## src/hw/rtl/rcmd_pkg.sv

```systemverilog
// Shared types, codes and constants for the radio code message deframer.
package rcmd_pkg;

    // Command codes
    localparam logic [1:0] CMD_CODE = 2'd0;
    localparam logic [1:0] CMD_TICK = 2'd1;
    localparam logic [1:0] CMD_STOP = 2'd2;

    // Event codes
    localparam logic [2:0] EV_NONE    = 3'd0;
    localparam logic [2:0] EV_DUP     = 3'd1;
    localparam logic [2:0] EV_START   = 3'd2;
    localparam logic [2:0] EV_DATA    = 3'd3;
    localparam logic [2:0] EV_DONE    = 3'd4;
    localparam logic [2:0] EV_OOS     = 3'd5;
    localparam logic [2:0] EV_TIMEOUT = 3'd6;
    localparam logic [2:0] EV_TICK    = 3'd7;

    // Configuration register indexes
    localparam logic [2:0] CFG_SOUND   = 3'd0;
    localparam logic [2:0] CFG_DEDUP   = 3'd1;
    localparam logic [2:0] CFG_TIMEOUT = 3'd2;
    localparam logic [2:0] CFG_BLINK   = 3'd3;
    localparam logic [2:0] CFG_TONE    = 3'd4;

    localparam logic [15:0] DEDUP_RST   = 16'd200;
    localparam logic [15:0] TIMEOUT_RST = 16'd10000;
    localparam logic [15:0] BLINK_RST   = 16'd100;
    localparam logic [15:0] TONE_RST    = 16'd150;

    localparam logic [7:0] TOP_START = 8'hFF;
    localparam logic [7:0] TOP_END   = 8'hFE;
    localparam logic [7:0] PRINT_LO  = 8'd32;
    localparam logic [7:0] PRINT_HI  = 8'd126;
    localparam logic [6:0] CODE_BITS = 7'd32;

    localparam logic [4:0] TONE_COUNT = 5'd16;

    typedef struct packed {
        logic [1:0]  cmd;
        logic [31:0] code;
        logic [6:0]  bit_count;
    } item_t;

    typedef struct packed {
        logic [2:0] event_res;
        logic [7:0] char_a;
        logic [7:0] char_b;
        logic [7:0] char_c;
        logic [1:0] chars_added;
        logic [7:0] message_length;
        logic       alert_on;
        logic       led_on;
        logic [9:0] tone_hz;
    } result_t;

    // Classified word handed from front to back
    typedef struct packed {
        logic [1:0]  cmd;
        logic [31:0] code;
        logic        valid;
        logic        is_start;
        logic        is_end;
        logic [2:0]  printable;
    } cls_t;

    function automatic logic [9:0] sweep_tone(input logic [3:0] idx);
        logic [9:0] f;
        case (idx)
            4'd0:    f = 10'd200;
            4'd1:    f = 10'd300;
            4'd2:    f = 10'd400;
            4'd3:    f = 10'd500;
            4'd4:    f = 10'd600;
            4'd5:    f = 10'd700;
            4'd6:    f = 10'd800;
            4'd7:    f = 10'd900;
            4'd8:    f = 10'd1000;
            4'd9:    f = 10'd900;
            4'd10:   f = 10'd800;
            4'd11:   f = 10'd700;
            4'd12:   f = 10'd600;
            4'd13:   f = 10'd500;
            4'd14:   f = 10'd400;
            4'd15:   f = 10'd300;
            default: f = 10'd0;
        endcase
        return f;
    endfunction

endpackage

```

## src/hw/rtl/rcmd_front.sv

```systemverilog
// Front end: accepts input words, classifies them and queues them for the back end.
module rcmd_front (
    input  logic                clk,
    input  logic                rst_n,
    input  logic                push,
    output logic                full,
    input  rcmd_pkg::item_t     item,
    output logic                word_valid,
    output rcmd_pkg::cls_t      word,
    input  logic                word_take
);

    rcmd_pkg::cls_t cls;
    rcmd_pkg::cls_t q_reg [2];
    logic           wr_ptr_reg;
    logic           wr_ptr_next;
    logic           rd_ptr_reg;
    logic           rd_ptr_next;
    logic [1:0]     cnt_reg;
    logic [1:0]     cnt_next;
    logic           push_ok;
    logic [7:0]     ch [3];

    always_comb
    begin
        ch[0] = item.code[23:16];
        ch[1] = item.code[15:8];
        ch[2] = item.code[7:0];
        cls.cmd      = item.cmd;
        cls.code     = item.code;
        cls.valid    = (item.code != 32'd0) && (item.bit_count == rcmd_pkg::CODE_BITS);
        cls.is_start = item.code[31:24] == rcmd_pkg::TOP_START;
        cls.is_end   = item.code[31:24] == rcmd_pkg::TOP_END;
        for (int i = 0; i < 3; i++)
        begin
            cls.printable[2 - i] = (ch[i] >= rcmd_pkg::PRINT_LO)
                                && (ch[i] <= rcmd_pkg::PRINT_HI);
        end
    end

    assign full       = cnt_reg == 2'd2;
    assign push_ok    = push && !full;
    assign word_valid = cnt_reg != 2'd0;
    assign word       = q_reg[rd_ptr_reg];

    always_comb
    begin
        wr_ptr_next = push_ok ? !wr_ptr_reg : wr_ptr_reg;
        rd_ptr_next = word_take ? !rd_ptr_reg : rd_ptr_reg;
        case ({push_ok, word_take})
            2'b10:   cnt_next = cnt_reg + 2'd1;
            2'b01:   cnt_next = cnt_reg - 2'd1;
            default: cnt_next = cnt_reg;
        endcase
    end

    always_ff @(posedge clk)
    begin
        if (push_ok)
        begin
            q_reg[wr_ptr_reg] <= cls;
        end
    end

    always_ff @(posedge clk or negedge rst_n)
    begin
        if (!rst_n)
        begin
            wr_ptr_reg <= 1'b0;
            rd_ptr_reg <= 1'b0;
            cnt_reg    <= 2'd0;
        end
        else
        begin
            wr_ptr_reg <= wr_ptr_next;
            rd_ptr_reg <= rd_ptr_next;
            cnt_reg    <= cnt_next;
        end
    end

endmodule

```

## src/hw/rtl/rcmd_back.sv

```systemverilog
// Back end: message, alert and timer state, plus the result queue.
module rcmd_back (
    input  logic                clk,
    input  logic                rst_n,
    input  logic                word_valid,
    input  rcmd_pkg::cls_t      word,
    output logic                word_take,
    input  logic                cfg_we,
    input  logic [2:0]          cfg_index,
    input  logic [15:0]         cfg_data,
    input  logic                pop,
    output logic                empty,
    output rcmd_pkg::result_t   result
);

    // configuration
    logic        sound_reg;
    logic [15:0] dedup_reg;
    logic [15:0] timeout_reg;
    logic [15:0] blink_reg;
    logic [15:0] tone_step_reg;

    // block state
    logic [31:0] clock_reg,       clock_next;
    logic [31:0] last_code_reg,   last_code_next;
    logic [31:0] code_time_reg,   code_time_next;
    logic        receiving_reg,   receiving_next;
    logic [7:0]  expected_reg,    expected_next;
    logic [7:0]  collected_reg,   collected_next;
    logic [31:0] packet_time_reg, packet_time_next;
    logic        alert_reg,       alert_next;
    logic        led_reg,         led_next;
    logic [31:0] blink_time_reg,  blink_time_next;
    logic [3:0]  tone_idx_reg,    tone_idx_next;
    logic [31:0] tone_time_reg,   tone_time_next;
    logic [9:0]  buzzer_reg,      buzzer_next;

    // result queue
    rcmd_pkg::result_t rq_reg [2];
    logic              rq_wr_reg, rq_wr_next;
    logic              rq_rd_reg, rq_rd_next;
    logic [1:0]        rq_cnt_reg, rq_cnt_next;
    logic              pop_ok;

    rcmd_pkg::result_t res;
    logic [2:0]  ev;
    logic [31:0] clk_inc;
    logic [7:0]  room;
    logic [1:0]  n;
    logic [7:0]  ch [3];
    logic [7:0]  src;
    logic [4:0]  idx_inc;

    assign empty     = rq_cnt_reg == 2'd0;
    assign pop_ok    = pop && !empty;
    assign result    = rq_reg[rq_rd_reg];
    assign word_take = word_valid && ((rq_cnt_reg != 2'd2) || pop_ok);

    always_comb
    begin
        clock_next       = clock_reg;
        last_code_next   = last_code_reg;
        code_time_next   = code_time_reg;
        receiving_next   = receiving_reg;
        expected_next    = expected_reg;
        collected_next   = collected_reg;
        packet_time_next = packet_time_reg;
        alert_next       = alert_reg;
        led_next         = led_reg;
        blink_time_next  = blink_time_reg;
        tone_idx_next    = tone_idx_reg;
        tone_time_next   = tone_time_reg;
        buzzer_next      = buzzer_reg;
        ev               = rcmd_pkg::EV_NONE;
        clk_inc          = clock_reg + 32'd1;
        room             = expected_reg - collected_reg;
        n                = 2'd0;
        src              = 8'd0;
        idx_inc          = {1'b0, tone_idx_reg} + 5'd1;
        ch[0]            = 8'd0;
        ch[1]            = 8'd0;
        ch[2]            = 8'd0;

        case (word.cmd)
            rcmd_pkg::CMD_CODE:
            begin
                if ((word.code == last_code_reg)
                    && ((clock_reg - code_time_reg) < {16'd0, dedup_reg}))
                begin
                    ev = rcmd_pkg::EV_DUP;
                end
                else
                begin
                    last_code_next = word.code;
                    code_time_next = clock_reg;
                    if (!word.valid)
                    begin
                        ev = rcmd_pkg::EV_NONE;
                    end
                    else if (word.is_start)
                    begin
                        expected_next    = word.code[7:0];
                        collected_next   = 8'd0;
                        receiving_next   = 1'b1;
                        packet_time_next = clock_reg;
                        ev               = rcmd_pkg::EV_START;
                    end
                    else if (!receiving_reg)
                    begin
                        ev = rcmd_pkg::EV_OOS;
                    end
                    else if (word.is_end)
                    begin
                        alert_next = 1'b1;
                        if (sound_reg)
                        begin
                            tone_idx_next  = 4'd0;
                            tone_time_next = clock_reg;
                        end
                        ev = rcmd_pkg::EV_DONE;
                    end
                    else
                    begin
                        // pack accepted characters to the front, capped at the length
                        for (int i = 0; i < 3; i++)
                        begin
                            src = word.code[23 - 8 * i -: 8];
                            if (word.printable[2 - i] && ({6'd0, n} < room))
                            begin
                                ch[n] = src;
                                n     = n + 2'd1;
                            end
                        end
                        collected_next   = collected_reg + {6'd0, n};
                        packet_time_next = clock_reg;
                        ev               = rcmd_pkg::EV_DATA;
                    end
                end
            end
            rcmd_pkg::CMD_TICK:
            begin
                clock_next = clk_inc;
                if (alert_reg)
                begin
                    if ((clk_inc - blink_time_reg) >= {16'd0, blink_reg})
                    begin
                        led_next        = !led_reg;
                        blink_time_next = clk_inc;
                    end
                    if (sound_reg && ((clk_inc - tone_time_reg) >= {16'd0, tone_step_reg}))
                    begin
                        buzzer_next    = rcmd_pkg::sweep_tone(tone_idx_reg);
                        tone_idx_next  = (idx_inc >= rcmd_pkg::TONE_COUNT) ? 4'd0
                                                                         : idx_inc[3:0];
                        tone_time_next = clk_inc;
                    end
                end
                else
                begin
                    led_next = 1'b0;
                    if (sound_reg)
                    begin
                        buzzer_next = 10'd0;
                    end
                end
                if (receiving_reg && ((clk_inc - packet_time_reg) > {16'd0, timeout_reg}))
                begin
                    receiving_next = 1'b0;
                    expected_next  = 8'd0;
                    collected_next = 8'd0;
                    ev             = rcmd_pkg::EV_TIMEOUT;
                end
                else
                begin
                    ev = rcmd_pkg::EV_TICK;
                end
            end
            rcmd_pkg::CMD_STOP:
            begin
                alert_next  = 1'b0;
                led_next    = 1'b0;
                buzzer_next = 10'd0;
            end
            default:
            begin
                ev = rcmd_pkg::EV_NONE;
            end
        endcase

        res.event_res      = ev;
        res.char_a         = ch[0];
        res.char_b         = ch[1];
        res.char_c         = ch[2];
        res.chars_added    = n;
        res.message_length = collected_next;
        res.alert_on       = alert_next;
        res.led_on         = led_next;
        res.tone_hz        = buzzer_next;

        // length is reported before the finished message is dropped
        if (ev == rcmd_pkg::EV_DONE)
        begin
            receiving_next = 1'b0;
            expected_next  = 8'd0;
            collected_next = 8'd0;
        end
    end

    always_comb
    begin
        rq_wr_next = word_take ? !rq_wr_reg : rq_wr_reg;
        rq_rd_next = pop_ok ? !rq_rd_reg : rq_rd_reg;
        case ({word_take, pop_ok})
            2'b10:   rq_cnt_next = rq_cnt_reg + 2'd1;
            2'b01:   rq_cnt_next = rq_cnt_reg - 2'd1;
            default: rq_cnt_next = rq_cnt_reg;
        endcase
    end

    always_ff @(posedge clk)
    begin
        if (word_take)
        begin
            rq_reg[rq_wr_reg] <= res;
        end
    end

    always_ff @(posedge clk or negedge rst_n)
    begin
        if (!rst_n)
        begin
            sound_reg       <= 1'b1;
            dedup_reg       <= rcmd_pkg::DEDUP_RST;
            timeout_reg     <= rcmd_pkg::TIMEOUT_RST;
            blink_reg       <= rcmd_pkg::BLINK_RST;
            tone_step_reg   <= rcmd_pkg::TONE_RST;
            clock_reg       <= 32'd0;
            last_code_reg   <= 32'd0;
            code_time_reg   <= 32'd0;
            receiving_reg   <= 1'b0;
            expected_reg    <= 8'd0;
            collected_reg   <= 8'd0;
            packet_time_reg <= 32'd0;
            alert_reg       <= 1'b0;
            led_reg         <= 1'b0;
            blink_time_reg  <= 32'd0;
            tone_idx_reg    <= 4'd0;
            tone_time_reg   <= 32'd0;
            buzzer_reg      <= 10'd0;
            rq_wr_reg       <= 1'b0;
            rq_rd_reg       <= 1'b0;
            rq_cnt_reg      <= 2'd0;
        end
        else
        begin
            rq_wr_reg  <= rq_wr_next;
            rq_rd_reg  <= rq_rd_next;
            rq_cnt_reg <= rq_cnt_next;
            if (word_take)
            begin
                clock_reg       <= clock_next;
                last_code_reg   <= last_code_next;
                code_time_reg   <= code_time_next;
                receiving_reg   <= receiving_next;
                expected_reg    <= expected_next;
                collected_reg   <= collected_next;
                packet_time_reg <= packet_time_next;
                alert_reg       <= alert_next;
                led_reg         <= led_next;
                blink_time_reg  <= blink_time_next;
                tone_idx_reg    <= tone_idx_next;
                tone_time_reg   <= tone_time_next;
                buzzer_reg      <= buzzer_next;
            end
            if (cfg_we)
            begin
                case (cfg_index)
                    rcmd_pkg::CFG_SOUND:
                    begin
                        sound_reg <= cfg_data[0];
                        if (!cfg_data[0])
                        begin
                            buzzer_reg <= 10'd0;
                        end
                    end
                    rcmd_pkg::CFG_DEDUP:   dedup_reg     <= cfg_data;
                    rcmd_pkg::CFG_TIMEOUT: timeout_reg   <= cfg_data;
                    rcmd_pkg::CFG_BLINK:   blink_reg     <= cfg_data;
                    rcmd_pkg::CFG_TONE:    tone_step_reg <= cfg_data;
                    default:
                    begin
                    end
                endcase
            end
        end
    end

endmodule

```

## src/hw/rtl/radio_code_message_deframer_core.sv

```systemverilog
// Radio code message deframer: top level joining the front end and back end.
//
// Input channel: drive item and raise push; a word is taken on a clock edge
// with push high and full low. Each word is a received code, a 1 ms tick or
// a stop-alert request. Result channel: while empty is low, result holds the
// oldest result word; it is taken on an edge with pop high. Every input word
// gives exactly one result word, in order.
// Configuration: cfg_we with cfg_index and cfg_data writes a register; write
// only while no words are in flight. Index 5..7 is ignored.
// A taken word is held in the front queue, then the back end writes its result
// into the result queue, from which it can be popped. Throughput: one word per
// cycle while the result queue has room or is being popped, set by the back end,
// which updates all message, alert and timer state for each word that it takes.
// Stalls: two-entry queues on both sides; with pop held low the result
// queue fills, the back end stops, and full rises once the front queue fills.
// Reset clears all state and queues and loads the register defaults
// (sound on, 200, 10000, 100, 150 ms); no clearing pass is needed.
module radio_code_message_deframer_core (
    input  logic                clk,
    input  logic                rst_n,
    input  logic                push,
    output logic                full,
    input  rcmd_pkg::item_t     item,
    output logic                empty,
    input  logic                pop,
    output rcmd_pkg::result_t   result,
    input  logic                cfg_we,
    input  logic [2:0]          cfg_index,
    input  logic [15:0]         cfg_data
);

    logic           word_valid;
    logic           word_take;
    rcmd_pkg::cls_t word;

    rcmd_front u_front (
        .clk        (clk),
        .rst_n      (rst_n),
        .push       (push),
        .full       (full),
        .item       (item),
        .word_valid (word_valid),
        .word       (word),
        .word_take  (word_take)
    );

    rcmd_back u_back (
        .clk        (clk),
        .rst_n      (rst_n),
        .word_valid (word_valid),
        .word       (word),
        .word_take  (word_take),
        .cfg_we     (cfg_we),
        .cfg_index  (cfg_index),
        .cfg_data   (cfg_data),
        .pop        (pop),
        .empty      (empty),
        .result     (result)
    );

endmodule

```

## config.mk

```make
export PLATFORM = sky130hd
export DESIGN_NAME = radio_code_message_deframer_core
export DESIGN_NICKNAME = d
export VERILOG_FILES = /design/src/hw/rtl/rcmd_pkg.sv /design/src/hw/rtl/rcmd_front.sv /design/src/hw/rtl/rcmd_back.sv /design/src/hw/rtl/radio_code_message_deframer_core.sv
export SDC_FILE = /design/constraint.sdc
export NUM_CORES = 1
export LEC_CHECK = 0
export ABC_AREA = 1
export BUFFER_PORTS_ARGS = -buffer_cell sky130_fd_sc_hd__buf_2
export CORE_MARGIN = 2
export CORE_UTILIZATION = 45
export DETAILED_ROUTE_END_ITERATION = 16
export SLEW_MARGIN = 5
export SYNTH_ARGS = -nofsm -noshare
export SYNTH_HDL_FRONTEND = slang
export SYNTH_SLANG_ARGS = --single-unit
export TNS_END_PERCENT = 100
```

## constraint.sdc

```tcl
create_clock -name clk -period 6.4 [get_ports clk]
set_clock_uncertainty 0.1 [all_clocks]
set_input_delay 1.28 -clock clk [delete_from_list [all_inputs] [get_ports clk]]
set_output_delay 1.28 -clock clk [all_outputs]
set_load 0.02 [all_outputs]
```

==> qor.log, run 1 <==
INFO  power          powerDensity=517nW/um^2
INFO  timing         timing_max_transition_violations_final=0
INFO  power          intPower=9.39mW
INFO  power          switching_share=49.0%
INFO  power          p_switching=9.03mW
INFO  timing         grt_setup_unrepaired=true
INFO  route          drt_first_iter_violations=2,328
INFO  synth          synth_top_family_by_area=simple AND/OR/NAND/NOR gates
INFO  global_route   grt_usage=26.0%
INFO  setup_path     worst_path_max_delay_cell=sky130_fd_sc_hd__xor2_1
INFO  cts            worst_setup_hold_path_clk_slew=0.06ns
INFO  finish         most_frequent_cells_in_the_layout=sky130_fd_sc_hd__nand2_1 (1,477), sky130_fd_sc_hd__inv_1 (654), sky130_fd_sc_hd__nor2_1 (385)
INFO  setup_path     arrival=6.30ns
INFO  synth          cell_variety_after_synth=62
INFO  hold_path      hold_path_class=reg2reg
INFO  setup_path     criticalPathCategory=reg2reg
INFO  cts            clk_root_buffer_cell=sky130_fd_sc_hd__clkbuf_16
INFO  timing         fin_crit_sh=92.2%
INFO  route          routed_via_density=5.16
INFO  route          drt_drc_violations_left=0
INFO  cts            tritoncts=done
INFO  die            ios=116
INFO  cts            clock_sinks=476
INFO  route          drtAntennaViolNets=0
INFO  cts            cts-resized-gates=0
INFO  finish         area.sequential=12,800um^2
INFO  synth          post_synth_edffs=178
INFO  finish         drive_above_1_share=6.29%
INFO  cts            ctsHoldBuffers=0
INFO  synth          synth-compound-area-share=10.5%
INFO  power          post-layout-total-power=18.4mW
INFO  synth          post_synthesis_sequential_area_ratio=39.6%
INFO  global_route   grt_antenna_before_repair=3
INFO  timing         worst_slew_pin_slew=1.31ns
INFO  die            die_y=272um
INFO  timing         timing.hold.ws=0.375ns
INFO  synth          avgSynthCellArea=7.22um^2
INFO  finish         antenna_cells=0
INFO  setup_path     crit_path_end_kind=flop
INFO  timing         setup_violations=0
INFO  synth          synth_fa_ha_area_share=8.60%
INFO  global_route   via_count_of_the_first_global_routing_pass=27,200
INFO  timing         slew_margin_rel=11.9%
INFO  finish         area.growth.synth_to_final=10.1%
INFO  synth          post_synth_inst_count=4,487
INFO  die            floorplan.initialDensity=45.4%
INFO  timing         post-route-worst-setup-slack=0.499ns
INFO  route          drt-pass1-iter-count=6
INFO  die            design.core.area=71,400um^2
INFO  placement      detailedPlace.worstSlack=0.489ns
INFO  power          peak_supply_drop=0.000265V
INFO  synth          yosys.area_share.xor_xnor=3.06%
INFO  finish         most_frequent_standard_cell_in_the_layout_excluding_fill_and_tap_cells=sky130_fd_sc_hd__nand2_1
INFO  finish         fillerInstances=7,251
INFO  finish         finish.instance_area=35,700um^2
INFO  placement      place.port_buffers=115
INFO  cts            cts_buffers=53
INFO  synth          synth_top_cell_by_area=sky130_fd_sc_hd__dfrtp_1
INFO  finish         nNetsFinal=4,869
INFO  setup_path     critPathMostFrequentCell=sky130_fd_sc_hd__nand2_1
INFO  cts            clock_tree.buffer_depth=3
INFO  route          wl_per_cell=17.2um
INFO  timing         hold_viol_final=0
INFO  die            die_w=272um
INFO  global_route   grt_start_max_net_pins=118
INFO  setup_path     cp_max_fo=10
INFO  finish         largest_register_ff_count=98
INFO  timing         timing.final.crit_period=5.90ns
INFO  setup_path     worst-endpoint-required=6.80ns
INFO  setup_path     setup.worst_path.start_class=flop
INFO  synth          post-synth-top-area-fraction=21.8%
INFO  synth          syn-cell-area=32,400um^2
INFO  synth          muxShareOfSynthArea=0.0309%
INFO  synth          post_synthesis_share_of_cell_area_spent_on_and_or_nand_and_nor_gates=28.9%
INFO  timing         fmaxAchievable=169MHz
INFO  power          clkPwrFrac=16.3%
INFO  power          power_leakage=18.2nW
INFO  outcome        run_status=finished, final reports clean
INFO  finish         multiInputGateArea=16,600um^2
INFO  placement      gp_congestion=0.963
INFO  synth          synth_top_cells_by_area=sky130_fd_sc_hd__dfrtp_1 (22%), sky130_fd_sc_hd__nand2_1 (17%), sky130_fd_sc_hd__edfxtp_1 (17%)
INFO  power          comb_power_share=57.8%
INFO  global_route   grt_first_pass_wirelength=151mm
INFO  cts            cts_post_setup_buffers_inserted=0
INFO  die            placementRows=98
INFO  cts            cts_max_level=2
INFO  placement      placement.cell_area=34,000um^2
INFO  global_route   grt_remaining_overflow=0
INFO  flow_run       max-cap-violations=0
INFO  route          drt_wl_total=96.1mm
INFO  synth          ys_warn_count=0
INFO  die            die_area=74,100um^2
INFO  synth          share_of_async_settable_or_async_resettable_flops_after_synthesis=62.6%
INFO  route          detailroute.via_count=28,800
INFO  placement      detailedPlacementHpwl=75.0mm
INFO  cts            worst_skew_pair.late_latency=0.63ns
INFO  synth          synth-main-ff-cell=sky130_fd_sc_hd__dfrtp_1
INFO  power          power.share.sequential=25.9%
INFO  setup_path     worst_path_largest_cell_delay=0.63ns
INFO  synth          synth.net_count=4,771
INFO  synth          postSynthRegisterBits=476
==> cells by family (layout without fill, tap and decap cells) <==
kind of cell,Yosys count,in the layout
AOI/OAI and AO/OA,625,625
xor gates and xnor gates,113,113
adders and majority gates,219,219
buffers and inverters,768,910
DFF,476,476
muxes,1,1
and+or+nand+nor,2285,2285
==> cell usage after synthesis (8+ instances only) <==
master and count:
sky130_fd_sc_hd__a21oi_1 208, sky130_fd_sc_hd__a22oi_1 30, sky130_fd_sc_hd__a31oi_1 12, sky130_fd_sc_hd__buf_2 24
sky130_fd_sc_hd__buf_4 13, sky130_fd_sc_hd__clkbuf_1 58, sky130_fd_sc_hd__dfrtp_1 282, sky130_fd_sc_hd__dfstp_2 16
sky130_fd_sc_hd__edfxtp_1 178, sky130_fd_sc_hd__ha_1 213, sky130_fd_sc_hd__inv_1 655, sky130_fd_sc_hd__nand2_1 1477
sky130_fd_sc_hd__nand3_1 231, sky130_fd_sc_hd__nand3b_1 20, sky130_fd_sc_hd__nand4_1 59, sky130_fd_sc_hd__nor2_1 389
sky130_fd_sc_hd__nor3_1 44, sky130_fd_sc_hd__nor4_1 25, sky130_fd_sc_hd__o21a_1 8, sky130_fd_sc_hd__o21ai_0 291
sky130_fd_sc_hd__o21ai_1 18, sky130_fd_sc_hd__o21bai_1 19, sky130_fd_sc_hd__or2_2 8, sky130_fd_sc_hd__xnor2_1 19
sky130_fd_sc_hd__xor2_1 94
==> power groups by stage <==
stage | clock [mW] | sequential [mW] | combinational (mW)
finish | 3.01 | 4.77 | 10.6
global route | 3.19 | 4.87 | 12.1
CTS | 3.07 | 4.76 | 10.6
detailed placement | 0 | 4.81 | 10.6
global placement | 0 | 4.80 | 10.5
floorplan | 0 | 4.70 | 7.70
==> stage by stage <==
stage	utilization [%]	cells	setup TNS (ns)
6_report	50.0	5579	0
4_1_cts	50.0	5579	0
3_5_place_dp	47.6	5480	0
2_1_floorplan	-	4487	0
3_3_place_gp	47.6	5480	0
5_1_grt	50.0	5579	-0.00727
==> layer usage <==
metal / up-vias / part of all wire, % / GRT usage, %
met4: 0 / 2.6 / 6.58
li1: 14600 / - / -
met1: 13300 / 48 / 38.5
met5: - / 0 / 0
met2: 714 / 44 / 40.9
met3: 122 / 4.9 / 2.18
==> final cells by class <==
type | instances | share of cell area, %
sequential | 476 | 36.0
clock inverter | 27 | 0.744
timing repair buffer | 147 | 2.39
tap | 950 | 3.33
clock buffer | 72 | 4.03
multi-input combinational | 3243 | 46.5
inverter | 664 | 7.00
==> worst max-delay path, delay by kind of cell (launching register included) <==
family / cells / cell delay, ns
compound gates: 5 / 1.01
xor+xnor: 2 / 0.83
buf+inv: 3 / 0.32
flops: 1 / 0.56
fa+ha+maj: 2 / 0.73
simple gates: 18 / 2.24
==> worst paths after layout <==
check	from	endpoint	slack (ns)	cells past startpoint
worst min-delay path	u_back.tone_time_reg[29]$_DFFE_PN0P_	u_back.tone_time_reg[29]$_DFFE_PN0P_	0.37	2
min in group asynchronous	rst_n	u_back.dedup_reg[15]$_DFFE_PN0P_	0.54	1
worst min register to register	u_back.tone_time_reg[29]$_DFFE_PN0P_	u_back.tone_time_reg[29]$_DFFE_PN0P_	0.37	2
worst max-delay path	u_back.clock_reg[0]$_DFFE_PN0P_	u_back.expected_reg[6]$_DFFE_PN0P_	0.50	30
worst max register to register	u_back.clock_reg[0]$_DFFE_PN0P_	u_back.expected_reg[6]$_DFFE_PN0P_	0.50	30
max in group asynchronous	rst_n	u_back.tone_time_reg[30]$_DFFE_PN0P_	4.48	2
No activity file was read; power rests on OpenSTA's default activity.
==> inputs of run 2 (changes only) <==
--- a/config.mk
+++ b/config.mk
@@ -13,5 +13,6 @@
 export SLEW_MARGIN = 5
 export SYNTH_ARGS = -nofsm -noshare
 export SYNTH_HDL_FRONTEND = slang
+export SYNTH_HIERARCHICAL = 1
 export SYNTH_SLANG_ARGS = --single-unit
 export TNS_END_PERCENT = 100
==> qor.log, run 2 <==
INFO  outcome        run_status=finished, final reports clean
INFO  setup_path     worst_path_max_delay_cell=sky130_fd_sc_hd__dfrtp_1
INFO  cts            cts_post_setup_buffers_inserted=0 [unchanged]
INFO  placement      detailedPlacementHpwl=73.6mm [-1.9%]
INFO  die            placementRows=98 [unchanged]
INFO  cts            cts_buffers=52 [-1.9%]
INFO  die            ios=116 [unchanged]
INFO  placement      gp_congestion=0.956 [-0.77%]
INFO  route          drt-pass1-iter-count=7 [+1]
INFO  placement      dp_cells=5,324 [-2.8%]
INFO  die            die_w=272um [about the same]
INFO  finish         area.growth.synth_to_final=11.2%
INFO  timing         timing.final.crit_period=5.69ns [-0.208 ns]
INFO  synth          synth-main-ff-cell=sky130_fd_sc_hd__dfrtp_1
INFO  cts            worst_skew_pair.late_latency=0.63ns [about the same]
INFO  finish         post-route-util=50.5% [+0.56 points]
INFO  flow_run       max-cap-violations=0 [unchanged]
INFO  global_route   via_count_of_the_first_global_routing_pass=26,600 [-2.4%]
INFO  timing         fin_crit_sh=89.0% [-3.2 points]
INFO  route          drt_wl_total=94.4mm [-1.7%]
INFO  synth          ys_warn_count=6 [+6]
INFO  finish         multiInputGateArea=16,900um^2 [+1.9%]
INFO  setup_path     criticalPathCategory=reg2reg
INFO  global_route   grt_start_max_net_pins=109 [-7.6%]
INFO  finish         instances_no_fill=5,423 [-2.8%]
INFO  die            floorplan.initialDensity=45.4% [about the same]
INFO  cts            tritoncts=done
INFO  synth          post_synth_inst_count=4,309 [-4.0%]
INFO  route          routed_via_density=5.22 [+1.2%]
INFO  timing         fmaxAchievable=176MHz [+3.6%]
INFO  cts            clock_tree.buffer_depth=3 [unchanged]
INFO  finish         most_frequent_cells_in_the_layout=sky130_fd_sc_hd__nand2_1 (1,286), sky130_fd_sc_hd__inv_1 (583), sky130_fd_sc_hd__o21ai_0 (380)
INFO  synth          synth_top_cells_by_area=sky130_fd_sc_hd__dfrtp_1 (22%), sky130_fd_sc_hd__edfxtp_1 (16%), sky130_fd_sc_hd__nand2_1 (15%)
INFO  timing         setup_violations=0 [unchanged]
INFO  finish         drive_above_1_share=8.90% [+2.6 points]
INFO  synth          share_of_async_settable_or_async_resettable_flops_after_synthesis=62.6% [unchanged]
INFO  placement      place.port_buffers=115 [unchanged]
INFO  route          drtAntennaViolNets=0 [unchanged]
INFO  route          drt_first_iter_violations=2,106 [-9.5%]
INFO  timing         worst_slew_pin_slew=1.14ns [-0.165 ns]
INFO  finish         area.sequential=12,800um^2 [about the same]
INFO  global_route   grt_remaining_overflow=0 [unchanged]
INFO  cts            clk_root_buffer_cell=sky130_fd_sc_hd__clkbuf_16
INFO  finish         nNetsFinal=4,709 [-3.3%]
INFO  cts            clock_sinks=476 [unchanged]
INFO  setup_path     worst-endpoint-required=6.65ns [-0.15 ns]
INFO  synth          avgSynthCellArea=7.52um^2 [+4.2%]
INFO  placement      placement.cell_area=34,200um^2 [+0.71%]
INFO  hold_path      min_delay_path_depth=2 [unchanged]
INFO  timing         slew_margin_rel=23.6% [+12 points]
INFO  die            die_y=272um [about the same]
INFO  cts            ctsHoldBuffers=0 [unchanged]
INFO  route          wl_per_cell=17.4um [+1.1%]
INFO  synth          synth_top_cell_by_area=sky130_fd_sc_hd__dfrtp_1
INFO  timing         timing_max_transition_violations_final=0 [unchanged]
INFO  synth          post_synth_edffs=178 [unchanged]
INFO  setup_path     arrival=5.95ns [-0.35 ns]
INFO  synth          synth_commonest_cells=sky130_fd_sc_hd__nand2_1 (1,286), sky130_fd_sc_hd__inv_1 (583), sky130_fd_sc_hd__o21ai_0 (380), sky130_fd_sc_hd__nor2_1 (376), sky130_fd_sc_hd__dfrtp_1 (282)
INFO  setup_path     crit_path_end_kind=flop
INFO  synth          postSynthRegisterBits=476 [unchanged]
INFO  global_route   grt_first_pass_wirelength=148mm [-2.2%]
INFO  route          drt_drc_violations_left=0 [unchanged]
INFO  cts            cts-resized-gates=0 [unchanged]
INFO  timing         tns=0ns [unchanged]
INFO  finish         fillerInstances=7,064 [-2.6%]
INFO  die            die_area=74,200um^2 [about the same]
INFO  synth          post_synthesis_sequential_area_ratio=39.6% [about the same]
INFO  synth          cell_variety_after_synth=63 [+1.6%]
INFO  setup_path     worst_path_largest_cell_delay=0.54ns [-0.09 ns]
INFO  setup_path     worst_r2r_path_cells=36 [+20%]
INFO  die            design.core.area=71,400um^2 [unchanged]
INFO  setup_path     cp_max_fo=11 [+1]
INFO  cts            worst_setup_hold_path_clk_slew=0.06ns [about the same]
INFO  finish         most_frequent_standard_cell_in_the_layout_excluding_fill_and_tap_cells=sky130_fd_sc_hd__nand2_1
INFO  timing         grt_setup_unrepaired=false
INFO  finish         largest_register_ff_count=98 [unchanged]
INFO  timing         hold_viol_final=0 [unchanged]
INFO  synth          post-synth-top-count-cell=sky130_fd_sc_hd__nand2_1
INFO  synth          synth.net_count=4,590 [-3.8%]
INFO  hold_path      hold_path_class=reg2reg
INFO  route          detailroute.via_count=28,300 [-1.6%]
INFO  cts            cts_max_level=2 [unchanged]
INFO  finish         finish.instance_area=36,100um^2 [+1.1%]
INFO  setup_path     critPathMostFrequentCell=sky130_fd_sc_hd__nand2_1
INFO  synth          post-synth-top-area-fraction=21.8% [about the same]
INFO  synth          syn-cell-area=32,400um^2 [about the same]
INFO  global_route   grt_antenna_before_repair=3 [unchanged]
INFO  global_route   grt_usage=25.3% [-0.68 points]
INFO  setup_path     setup.worst_path.start_class=flop
-- run 2: kinds of logic (layout without fill, tap and decap cells) --
| family | after synthesis | in the layout | share of synthesized area [%] |
|---|---|---|---|
| AO/OA/AOI/OAI | 692 | 692 | 11.5 |
| XOR/XNOR | 125 | 125 | 3.38 |
| adder cells (fa/ha/maj) | 216 | 216 | 8.48 |
| buffers and inverters | 691 | 854 | 8.48 |
| flip-flops | 476 | 476 | 39.6 |
| multiplexers | 44 | 44 | 1.98 |
| other | 0 | 1 | 0 |
| AND/OR/NAND/NOR | 2065 | 2065 | 26.6 |
-- run 2: layout make-up --
type | count | area share [%]
Tap cell | 950 | 3.30
Sequential cell | 476 | 35.6
Antenna cell | 1 | 0.00694
Inverter | 588 | 6.12
Multi-Input combinational cell | 3142 | 46.9
Clock inverter | 30 | 1.24
Timing Repair Buffer | 168 | 2.97
Clock buffer | 68 | 3.91
-- run 2: final timing paths --
check	start	endpoint	slack, ns
max reg2reg	u_back/collected_reg[2]$_DFFE_PN0P_	u_back/rq_reg[1][16]$_DFFE_PP_	0.71
max in group asynchronous	rst_n	u_back/packet_time_reg[21]$_DFFE_PN0P_	4.35
max	u_back/collected_reg[2]$_DFFE_PN0P_	u_back/rq_reg[1][16]$_DFFE_PP_	0.71
min in group asynchronous	rst_n	u_back/dedup_reg[11]$_DFFE_PN0P_	0.58
min reg2reg	u_back/expected_reg[0]$_DFFE_PN0P_	u_back/expected_reg[0]$_DFFE_PN0P_	0.38
min	u_back/expected_reg[0]$_DFFE_PN0P_	u_back/expected_reg[0]$_DFFE_PN0P_	0.38
-- run 2: worst max-delay path: cells and delay by family, from the launching register on --
family	cells	cell delay, ns
simple gates	17	1.64
fa+ha+maj	5	1.51
compound gates	8	0.98
flops	1	0.54
buf+inv	4	0.43
xor+xnor	2	0.22
-- run 2: per-layer routing --
metal	track usage (%)	routed length, um
met2	40.7	42700
met3	2.73	4930
met4	6.42	2200
met1	36.4	44600
met5	0	0
-- run 2: per-stage QoR --
stage / setup slack, ns / hold slack (ns)
after floorplan: 1.23 / 0.342
after global placement: 0.613 / 0.364
after detailed placement: 0.622 / 0.366
after CTS: 0.594 / 0.381
after global routing: 0.0817 / 0.400
final: 0.707 / 0.380
Power of run 2 is not shown: default switching activity piles up to over one toggle a cycle in this logic, so the estimate is an artifact.
